--- config.mk ---
export PLATFORM = sky130hd
export DESIGN_NAME = spot_geom
export DESIGN_NICKNAME = d
export VERILOG_FILES = /design/src/rtl/spot_pkg.sv /design/src/rtl/spot_geom.sv
export VERILOG_INCLUDE_DIRS = /design/src /design/src/rtl
export SDC_FILE = /design/constraint.sdc
export NUM_CORES = 1
export LEC_CHECK = 0
export BUFFER_PORTS_ARGS = -buffer_cell sky130_fd_sc_hd__buf_2
export CORE_ASPECT_RATIO = 0.9
export CORE_MARGIN = 3
export CORE_UTILIZATION = 45
export CTS_CLUSTER_DIAMETER = 200
export CTS_CLUSTER_SIZE = 16
export DETAILED_ROUTE_END_ITERATION = 10
export PLACE_DENSITY = 0.68
export SLEW_MARGIN = 20
export SYNTH_ARGS = -nofsm -noshare
export SYNTH_HDL_FRONTEND = slang
export SYNTH_SLANG_ARGS = --single-unit
export TNS_END_PERCENT = 1
--- constraint.sdc ---
create_clock -name clock -period 11.7 [get_ports clock]
set_input_delay 1.755 -clock clock [delete_from_list [all_inputs] [get_ports clock]]
set_output_delay 1.755 -clock clock [all_outputs]
set_load 0.1 [all_outputs]
--- src/rtl/shape_pair_overlap_tester_defines.svh ---
// Assertion macros shared by the shape pair overlap tester RTL.
`ifndef SHAPE_PAIR_OVERLAP_TESTER_DEFINES_SVH
`define SHAPE_PAIR_OVERLAP_TESTER_DEFINES_SVH

`ifndef SYNTH
// clocked check, masked while reset is high
`define SPOT_ASSERT(lbl, clk, rst, prop) \
   lbl: assert property (@(posedge clk) disable iff (rst) prop) \
      else $error("spot assertion failed");
// clocked check that also runs through reset
`define SPOT_ASSERT_NR(lbl, clk, prop) \
   lbl: assert property (@(posedge clk) prop) \
      else $error("spot assertion failed");
`else
`define SPOT_ASSERT(lbl, clk, rst, prop)
`define SPOT_ASSERT_NR(lbl, clk, prop)
`endif

`endif

--- src/rtl/spot_pkg.sv ---
`timescale 1ns / 1ps
`default_nettype none

package spot_pkg;

   // coordinate width (signed centers); sizes are one bit narrower
   localparam int CW = 24;
   localparam int SW = CW - 1;
   // signed center difference
   localparam int DW = CW + 1;
   // magnitude of a center difference
   localparam int MW = CW + 1;
   // multiplier operand width (doubled corner offsets)
   localparam int OW = CW + 2;
   // square and sum-of-squares widths
   localparam int QW = 2 * OW;
   localparam int SQW = QW + 1;

   // stream word widths
   localparam int REQ_BITS = 4 * CW + 4 * SW;
   localparam int REQ_TDATA_W = ((REQ_BITS + 7) / 8) * 8;
   localparam int REQ_TUSER_W = 2;
   localparam int RSP_TDATA_W = 8;

   // pair kind
   typedef enum logic [1:0] {
      OP_RR   = 2'd0,
      OP_RC   = 2'd1,
      OP_CC   = 2'd2,
      OP_NONE = 2'd3
   } op_type;

   // one input word, unpacked
   typedef struct packed {
      op_type                 op;
      logic signed [CW-1:0]   a_x;
      logic signed [CW-1:0]   a_y;
      logic [SW-1:0]          a_w;
      logic [SW-1:0]          a_h;
      logic signed [CW-1:0]   b_x;
      logic signed [CW-1:0]   b_y;
      logic [SW-1:0]          b_w;
      logic [SW-1:0]          b_h;
   } pair_type;

   // geometry front end to distance back end
   typedef struct packed {
      op_type        op;
      logic [MW-1:0] mag_x;    // |ax - bx|
      logic [MW-1:0] mag_y;    // |ay - by|
      logic [CW-1:0] lim;      // radius sum or larger side plus radius
      logic [OW-1:0] cmag_x;   // doubled offset to nearest corner
      logic [OW-1:0] cmag_y;
      logic [CW-1:0] r2;       // doubled radius
      logic          rr;       // rect-rect overlap
      logic          ctr;      // circle center inside rect
      logic          side;     // side-edge test passed
   } geom_type;

endpackage

`default_nettype wire

--- src/rtl/spot_geom.sv ---
`timescale 1ns / 1ps
`default_nettype none
`include "shape_pair_overlap_tester_defines.svh"

module spot_geom (
   input  logic                clock,
   input  logic                reset,
   input  logic                in_valid,
   output logic                in_ready,
   input  spot_pkg::pair_type  in_pair,
   output logic                out_valid,
   input  logic                out_ready,
   output spot_pkg::geom_type  out_geom
);

   localparam int CW = spot_pkg::CW;
   localparam int SW = spot_pkg::SW;
   localparam int DW = spot_pkg::DW;
   localparam int MW = spot_pkg::MW;
   localparam int OW = spot_pkg::OW;

   // stage valids and readies
   logic s1_valid_ff, s2_valid_ff, s3_valid_ff;
   logic rdy1, rdy2, rdy3;

   assign rdy3 = !s3_valid_ff || out_ready;
   assign rdy2 = !s2_valid_ff || rdy3;
   assign rdy1 = !s1_valid_ff || rdy2;
   assign in_ready = rdy1;

   always_ff @(posedge clock) begin
      if (reset) begin
         s1_valid_ff <= 1'b0;
         s2_valid_ff <= 1'b0;
         s3_valid_ff <= 1'b0;
      end else begin
         if (rdy1) s1_valid_ff <= in_valid;
         if (rdy2) s2_valid_ff <= s1_valid_ff;
         if (rdy3) s3_valid_ff <= s2_valid_ff;
      end
   end

   // ---------------- stage 1: center differences and size sums
   spot_pkg::op_type      s1_op_ff;
   logic signed [DW-1:0]  s1_dx_ff, s1_dx_in;
   logic signed [DW-1:0]  s1_dy_ff, s1_dy_in;
   logic [CW-1:0]         s1_sum_w_ff, s1_sum_w_in;
   logic [CW-1:0]         s1_sum_h_ff, s1_sum_h_in;
   logic [CW-1:0]         s1_lim_rc_ff, s1_lim_rc_in;
   logic [SW-1:0]         s1_w_ff, s1_h_ff, s1_r_ff;

   always_comb begin
      logic [SW-1:0] big;
      big = (in_pair.a_w < in_pair.a_h) ? in_pair.a_h : in_pair.a_w;
      s1_dx_in     = DW'(in_pair.a_x) - DW'(in_pair.b_x);
      s1_dy_in     = DW'(in_pair.a_y) - DW'(in_pair.b_y);
      s1_sum_w_in  = CW'(in_pair.a_w) + CW'(in_pair.b_w);
      s1_sum_h_in  = CW'(in_pair.a_h) + CW'(in_pair.b_h);
      s1_lim_rc_in = CW'(big) + CW'(in_pair.b_w);
   end

   always_ff @(posedge clock) begin
      if (rdy1) begin
         s1_op_ff     <= in_pair.op;
         s1_dx_ff     <= s1_dx_in;
         s1_dy_ff     <= s1_dy_in;
         s1_sum_w_ff  <= s1_sum_w_in;
         s1_sum_h_ff  <= s1_sum_h_in;
         s1_lim_rc_ff <= s1_lim_rc_in;
         s1_w_ff      <= in_pair.a_w;
         s1_h_ff      <= in_pair.a_h;
         s1_r_ff      <= in_pair.b_w;
      end
   end

   // ---------------- stage 2: magnitudes, corner and edge offsets
   spot_pkg::op_type      s2_op_ff;
   logic [MW-1:0]         s2_mag_x_ff, s2_mag_x_in;
   logic [MW-1:0]         s2_mag_y_ff, s2_mag_y_in;
   logic signed [OW-1:0]  s2_ex_ff, s2_ex_in;
   logic signed [OW-1:0]  s2_ey_ff, s2_ey_in;
   logic signed [OW:0]    s2_cx_ff, s2_cx_in;
   logic signed [OW:0]    s2_cy_ff, s2_cy_in;
   logic [CW-1:0]         s2_lim_ff, s2_lim_in;
   logic [CW-1:0]         s2_r2_ff;
   logic [CW-1:0]         s2_sum_w_ff, s2_sum_h_ff;
   logic [SW-1:0]         s2_w_ff, s2_h_ff;

   always_comb begin
      logic                 pos_x, pos_y;
      logic signed [OW-1:0] r_e, dx_e, dy_e;
      logic signed [OW:0]   dx_c, dy_c, w_c, h_c;
      // circle center lies left of / below the rect center
      pos_x = s1_dx_ff > 0;
      pos_y = s1_dy_ff > 0;
      r_e   = OW'($signed({1'b0, s1_r_ff}));
      dx_e  = OW'(s1_dx_ff);
      dy_e  = OW'(s1_dy_ff);
      dx_c  = (OW+1)'(s1_dx_ff);
      dy_c  = (OW+1)'(s1_dy_ff);
      w_c   = (OW+1)'($signed({1'b0, s1_w_ff}));
      h_c   = (OW+1)'($signed({1'b0, s1_h_ff}));

      s2_mag_x_in = s1_dx_ff[DW-1] ? MW'(-s1_dx_ff) : MW'(s1_dx_ff);
      s2_mag_y_in = s1_dy_ff[DW-1] ? MW'(-s1_dy_ff) : MW'(s1_dy_ff);
      // nearest edge point of the circle, relative to the rect center
      s2_ex_in = pos_x ? (r_e - dx_e) : (-dx_e - r_e);
      s2_ey_in = pos_y ? (r_e - dy_e) : (-dy_e - r_e);
      // nearest corner minus circle center, doubled
      s2_cx_in = pos_x ? ((dx_c <<< 1) - w_c) : ((dx_c <<< 1) + w_c);
      s2_cy_in = pos_y ? ((dy_c <<< 1) - h_c) : ((dy_c <<< 1) + h_c);
      s2_lim_in = (s1_op_ff == spot_pkg::OP_CC) ? s1_sum_w_ff : s1_lim_rc_ff;
   end

   always_ff @(posedge clock) begin
      if (rdy2) begin
         s2_op_ff    <= s1_op_ff;
         s2_mag_x_ff <= s2_mag_x_in;
         s2_mag_y_ff <= s2_mag_y_in;
         s2_ex_ff    <= s2_ex_in;
         s2_ey_ff    <= s2_ey_in;
         s2_cx_ff    <= s2_cx_in;
         s2_cy_ff    <= s2_cy_in;
         s2_lim_ff   <= s2_lim_in;
         s2_r2_ff    <= {s1_r_ff, 1'b0};
         s2_sum_w_ff <= s1_sum_w_ff;
         s2_sum_h_ff <= s1_sum_h_ff;
         s2_w_ff     <= s1_w_ff;
         s2_h_ff     <= s1_h_ff;
      end
   end

   // ---------------- stage 3: box compares and corner magnitudes
   spot_pkg::geom_type s3_ff, s3_in;

   always_comb begin
      logic [MW-1:0] em_x, em_y;
      logic [MW:0]   dbl_x, dbl_y;
      logic          in_x, in_y, ex_ok, ey_ok;
      em_x  = s2_ex_ff[OW-1] ? MW'(-s2_ex_ff) : MW'(s2_ex_ff);
      em_y  = s2_ey_ff[OW-1] ? MW'(-s2_ey_ff) : MW'(s2_ey_ff);
      dbl_x = {s2_mag_x_ff, 1'b0};
      dbl_y = {s2_mag_y_ff, 1'b0};
      in_x  = dbl_x < (MW+1)'(s2_w_ff);
      in_y  = dbl_y < (MW+1)'(s2_h_ff);
      ex_ok = {em_x, 1'b0} < (MW+1)'(s2_w_ff);
      ey_ok = {em_y, 1'b0} < (MW+1)'(s2_h_ff);

      s3_in.op     = s2_op_ff;
      s3_in.mag_x  = s2_mag_x_ff;
      s3_in.mag_y  = s2_mag_y_ff;
      s3_in.lim    = s2_lim_ff;
      s3_in.cmag_x = s2_cx_ff[OW] ? OW'(-s2_cx_ff) : OW'(s2_cx_ff);
      s3_in.cmag_y = s2_cy_ff[OW] ? OW'(-s2_cy_ff) : OW'(s2_cy_ff);
      s3_in.r2     = s2_r2_ff;
      s3_in.rr     = (dbl_x < (MW+1)'(s2_sum_w_ff)) && (dbl_y < (MW+1)'(s2_sum_h_ff));
      s3_in.ctr    = in_x && in_y;
      s3_in.side   = (in_y && ex_ok) || (in_x && ey_ok);
   end

   always_ff @(posedge clock) begin
      if (rdy3) s3_ff <= s3_in;
   end

   assign out_valid = s3_valid_ff;
   assign out_geom  = s3_ff;

   // an accepted word always lands in stage 1
   `SPOT_ASSERT(a_geom_accept_lands, clock, reset, in_valid && in_ready |=> s1_valid_ff)
   // a blocked stage 3 keeps the word behind it
   `SPOT_ASSERT(a_geom_stall_keeps, clock, reset, s2_valid_ff && s3_valid_ff && !out_ready |=> s2_valid_ff)

endmodule

`default_nettype wire

**Yosys cells after proc, flatten, opt, wreduce, memory -nomap -nowiden**

Index checks and enable logic that the tools add are counted.

- Register bits: 649
- Bits of input ports: 194
- Output and inout port bits: 157
- Logic and storage cells: 91

- Add/subtract/negate cells: 21
- Magnitude comparators: 9
- Equal/unequal tests: 1
- Multiplexer cells: 12
- Reductions and logical operators: 11

Operators by type and width:

| cell | count |
|---|---|
| $lt A26 B23 Y1 | 4 |
| $mux W26 | 4 |
| $neg A25 Y25 | 4 |
| $add A23 B23 Y24 | 3 |
| $mux W24 | 3 |
| $add A26 B24 Y27 | 2 |
| $mux W27 | 2 |
| $sub A26 B24 Y27 | 2 |
| $lt A26 B24 Y1 | 2 |
| $neg A25 Y26 | 2 |
| $neg A26 Y26 | 2 |
| $sub A24 B25 Y26 | 2 |
| $sub A26 B24 Y26 | 2 |
| $gt A25 B1 Y1 const B | 2 |
| $mux W25 | 2 |
| $sub A24 B24 Y25 | 2 |
| $lt A23 B23 Y1 | 1 |
| $mux W23 | 1 |
| $logic_and A1 B1 Y1 | 4 |
| $logic_or A1 B1 Y1 | 4 |
| $logic_not A1 Y1 | 3 |
| $eq A2 B2 Y1 const B | 1 |

**Longest topological paths before layout**

- Depth in word-level cells: 5
- Mapped depth: 23
- Mapped depth without buffers: 23

**Worst setup path after synthesis**

OpenSTA, ideal clock, no wires.

- Path kind: input -> output
- Start point: input out_ready
- End point: output in_ready
- Arrival: 6.650 ns
- Required time: 9.945 ns
- Slack: 3.295 ns
- Stages: 3
- Path buffers: 0
- Cell sequence: nor2b_1 and2_1 nand2_1

- Cells in the longest elaborated chain, start to end: 3

RTL lines:

| what | RTL line | source |
|---|---|---|
| start: declaration | spot_geom.sv:12 | `input logic out_ready,` |
| $logic_or A1 B1 Y1 | spot_geom.sv:26 | `assign rdy3 = !s3_valid_ff \|\| out_ready;` |
| $logic_or A1 B1 Y1 | spot_geom.sv:27 | `assign rdy2 = !s2_valid_ff \|\| rdy3;` |
| $logic_or A1 B1 Y1 | spot_geom.sv:28 | `assign rdy1 = !s1_valid_ff \|\| rdy2;` |
| end: declaration | spot_geom.sv:9 | `output logic in_ready,` |

Every way passes these cells.

**Worst setup path after layout**

- Start point: input in_pair[95] in the netlist's numbering
- End point: register s1_lim_rc_ff[18], data pin

- Cells in the longest elaborated chain, start to end: 3

RTL lines:

| what | RTL line | source |
|---|---|---|
| start: declaration | spot_geom.sv:10 | `input spot_pkg::pair_type in_pair,` |
| $lt A23 B23 Y1 | spot_geom.sv:54 | `big = (in_pair.a_w < in_pair.a_h) ? in_pair.a_h : in_pair.a_w;` |
| $mux W23 (*) | spot_geom.sv:54 |  |
| $add A23 B23 Y24 (*) | spot_geom.sv:59 | `s1_lim_rc_in = CW'(big) + CW'(in_pair.b_w);` |
| via s1_lim_rc_in[18] | spot_geom.sv:49 | `logic [CW-1:0] s1_lim_rc_ff, s1_lim_rc_in;` |
| end signal: assignment | spot_geom.sv:69 | `s1_lim_rc_ff <= s1_lim_rc_in;` |
| end: declaration | spot_geom.sv:49 |  |

Mark *: on every way through the listed nets, which the timed path passes. The rest lies on a longest branch.
A chain may end at the register's enable or synchronous reset.

==> out/results.ini <==
[yosys]
async_reset_ff_share_pct = 0
yosysTopAreaCell = edfxtp_1
synth.distinct_cells = 81
synth_top_area_share_pct = 45.5
syn_inst = 3931
ys_warn_count = 0
syn-cell-area_um2 = 42500
postSynthAreaPerCell_um2 = 10.8
synth_seq_cells = 647
synth_ff_type = edfxtp_1
ys_seq_area_share_pct = 45.6
synth.area.top_cells = edfxtp_1 (45%), ha_1 (15%), xnor2_1 (5.7%)
synth_edf_count = 644
synth_nets = 4651

[clock_network]
cts_resized = 0
cts.sinks = 647
cts_root_buf = clkbuf_16
clock_path_buffers = 3
cts_tree = built
postCtsSetupRepairBufs = 0
clk_latency_ns = 0.62
htreeDepth = 2
holdBufCountCts = 0
cts_buffers = 46
clk_pin_slew_worst_paths_ns = 0.08

[worst_setup_path]
r2r_slack_ns = 6.49
timing.critical_path.arrival_ns = 8.32
cp-endpoint = s1_lim_rc_ff[18]
r2r-start = s1_dy_ff[1]
crit_path_start = in_pair[95]
criticalPathCategory = input pin to flop
worstReg2RegEnd = s2_cy_ff[21]
cp_max_fo = 24
start_kind = input pin
worst-r2r-cell-count = 12
endpoint_kind = flop
crit_required_ns = 12.06

[floorplan]
core-area_um2 = 93200
pin_count = 351
std_cell_rows = 106
dieHeight_um = 298
start_util_pct = 45.6
die_area_um2 = 98200
die_w_um = 330

[placed_design]
post-dp-hpwl_um = 90600
port_buffers = 349
dpl-instance-area_um2 = 45700
gp_congestion = 0.906

[timing]
slew-limit-headroom_pct = 26.7
min_period_ns = 7.96
rsz0062_at_grt = no
setup-tns-final_ns = 0
setup_viol = 0
tightest_slew_ns = 1.07
hold_viol = 0
hold_ws_ns = 0.403
final_max_slew_viol_count = 0
finalClockSkew_ns = 0.0268
clock.fmax_ghz = 0.126
fin_crit_sh_pct = 68.0

[grt]
grt_pass1_wl_um = 172000
grt_max_degree = 118
grt_use_total_pct = 22.7
grt_pass1_vias = 28900
antenna_found_initial = 10
grt_overflow_total = 0

[finish]
most-common-layout-cells = edfxtp_1 (644), ha_1 (513), inv_1 (422), buf_2 (349), a21oi_1 (279)
seq_area_um2 = 19400
synthToLayoutAreaGrowth_pct = 10.6
final_common_cell = edfxtp_1
multi_input_area_um2 = 21300
nNetsFinal = 5001
final_cell_area_um2 = 47000
fillers = 8454
drive_gt1_share_pct = 12.5

[route]
route.antenna.remaining_nets = 0
firstDrtPassIters = 7
vias_per_cell = 5.63
via_count = 31200
routed_wl_um = 116000
wl_per_cell_um = 20.9
drt_iter0_drc = 2827
route.detailed.drc = 0

[job]
maxCapViolations = 0

[hold_path]
hp-class = flop to flop

[power]
leakagePower_nw = 20.5
peakVddDrop_mv = 0.149
p_per_area_nw_per_um2 = 214

[run_status]
status = complete, no violations

[synth_stat cells (14+ instances only)]
| cell type | number |
|---|---|
| o211ai_1 | 19 |
| or3_1 | 43 |
| nor2_1 | 225 |
| or2_2 | 24 |
| a21boi_0 | 14 |
| a211oi_1 | 29 |
| inv_1 | 424 |
| clkbuf_1 | 53 |
| nand2_1 | 171 |
| a21oi_1 | 279 |
| or4_1 | 28 |
| a31oi_1 | 28 |
| nor3_1 | 74 |
| o41ai_1 | 22 |
| nand4_1 | 35 |
| o21ai_0 | 200 |
| a31o_2 | 16 |
| nor2b_1 | 62 |
| ha_1 | 513 |
| xor2_1 | 62 |
| nor4_1 | 24 |
| and2_1 | 15 |
| o21a_1 | 70 |
| nand2b_1 | 47 |
| and3_1 | 19 |
| a21o_1 | 121 |
| xnor2_1 | 277 |
| o21bai_1 | 27 |
| mux2_2 | 46 |
| o31ai_1 | 63 |
| edfxtp_1 | 644 |
| nand3_1 | 43 |
| mux2i_1 | 14 |
[state kept, by name, indices dropped and copies added, names as in the netlist, 26 cells and up]
name / flops
s2_cx_ff: 27
s2_cy_ff: 27
s2_ey_ff: 26
s2_ex_ff: 26
out_geom: 154
[cell families (layout without fill, tap and decap cells)]
logic type,after synthesis,in the layout,synth area share [%]
other,1,5,0.00882
adders and majority gates,526,526,15.7
DFF,647,647,45.6
xor gates and xnor gates,339,339,6.98
muxes,60,60,1.55
and+or+nand+nor,843,843,9.99
buffers and inverters,495,855,4.43
AOI/OAI and AO/OA,1020,1020,15.7
[metal layers]
| layer | track usage, % | vias to the layer above | part of all wire, % |
|---|---|---|---|
| met4 | 4.86 | 6 | 2.0 |
| met3 | 3.30 | 119 | 6.7 |
| met5 | 0 | - | 0.032 |
| met2 | 35.4 | 921 | 45 |
| met1 | 33.6 | 15000 | 46 |
| li1 | - | 15100 | - |
[power breakdown]
part / internal (W) / switching (W) / total (W)
Clock: 0.000750 / 0.000803 / 0.00155
Sequential: 0.00336 / 0.000500 / 0.00386
Combinational: 0.00149 / 0.00314 / 0.00463
[worst max-delay path: stages]
cell and delay (ns):
buf_2 0.13, inv_1 0.10, ha_1 0.30, a21o_1 0.15, a21o_1 0.16, a21o_1 0.20
a21o_1 0.22, a211oi_1 0.46, o41ai_2 0.28, a211oi_4 0.27, buf_4 0.38, mux2_2 0.39
ha_1 0.20, inv_1 0.07, fa_1 0.21, nor2b_1 0.08, o31a_1 0.29, or3_1 0.37
a41o_1 0.29, o41ai_1 0.62, o21ai_0 0.51, o21ai_0 0.32, a21boi_0 0.18, o41a_1 0.34
[metrics by stage]
stage,total power (W),worst slack [ns],cells,util [%]
finish,0.0100,3.74,5537,50.4
global route,0.0106,3.54,5533,50.4
CTS,0.0101,3.97,5533,50.4
detailed placement,0.00848,3.35,5475,49.1
global placement,0.00841,3.36,5475,49.1
floorplan,0.00740,3.29,3931,-
[how the worst min path moves through the flow]
stage	from	cells after the start	slack (ns)	endpoint
6_report	s1_sum_h_ff[13]	0	0.40	s2_sum_h_ff[13]
3_3_place_gp	s1_sum_h_ff[19]	0	0.40	s2_sum_h_ff[19]
4_1_cts	s2_r2_ff[17]	0	0.41	out_geom[20]
3_5_place_dp	s2_r2_ff[9]	0	0.40	out_geom[12]
5_1_grt	s1_sum_h_ff[13]	0	0.42	s2_sum_h_ff[13]
2_1_floorplan	s2_lim_ff[21]	0	0.40	out_geom[100]
[layout make-up]
class | instances | share of cell area [%]
clock inverter | 1 | 0.0239
tap | 1242 | 3.30
multi-input combinational | 2789 | 45.2
clock buffer | 57 | 2.67
timing repair buffer | 371 | 4.07
inverter | 426 | 3.43
antenna | 4 | 0.0213
sequential | 647 | 41.3
Power figures use the tool's default switching activity.
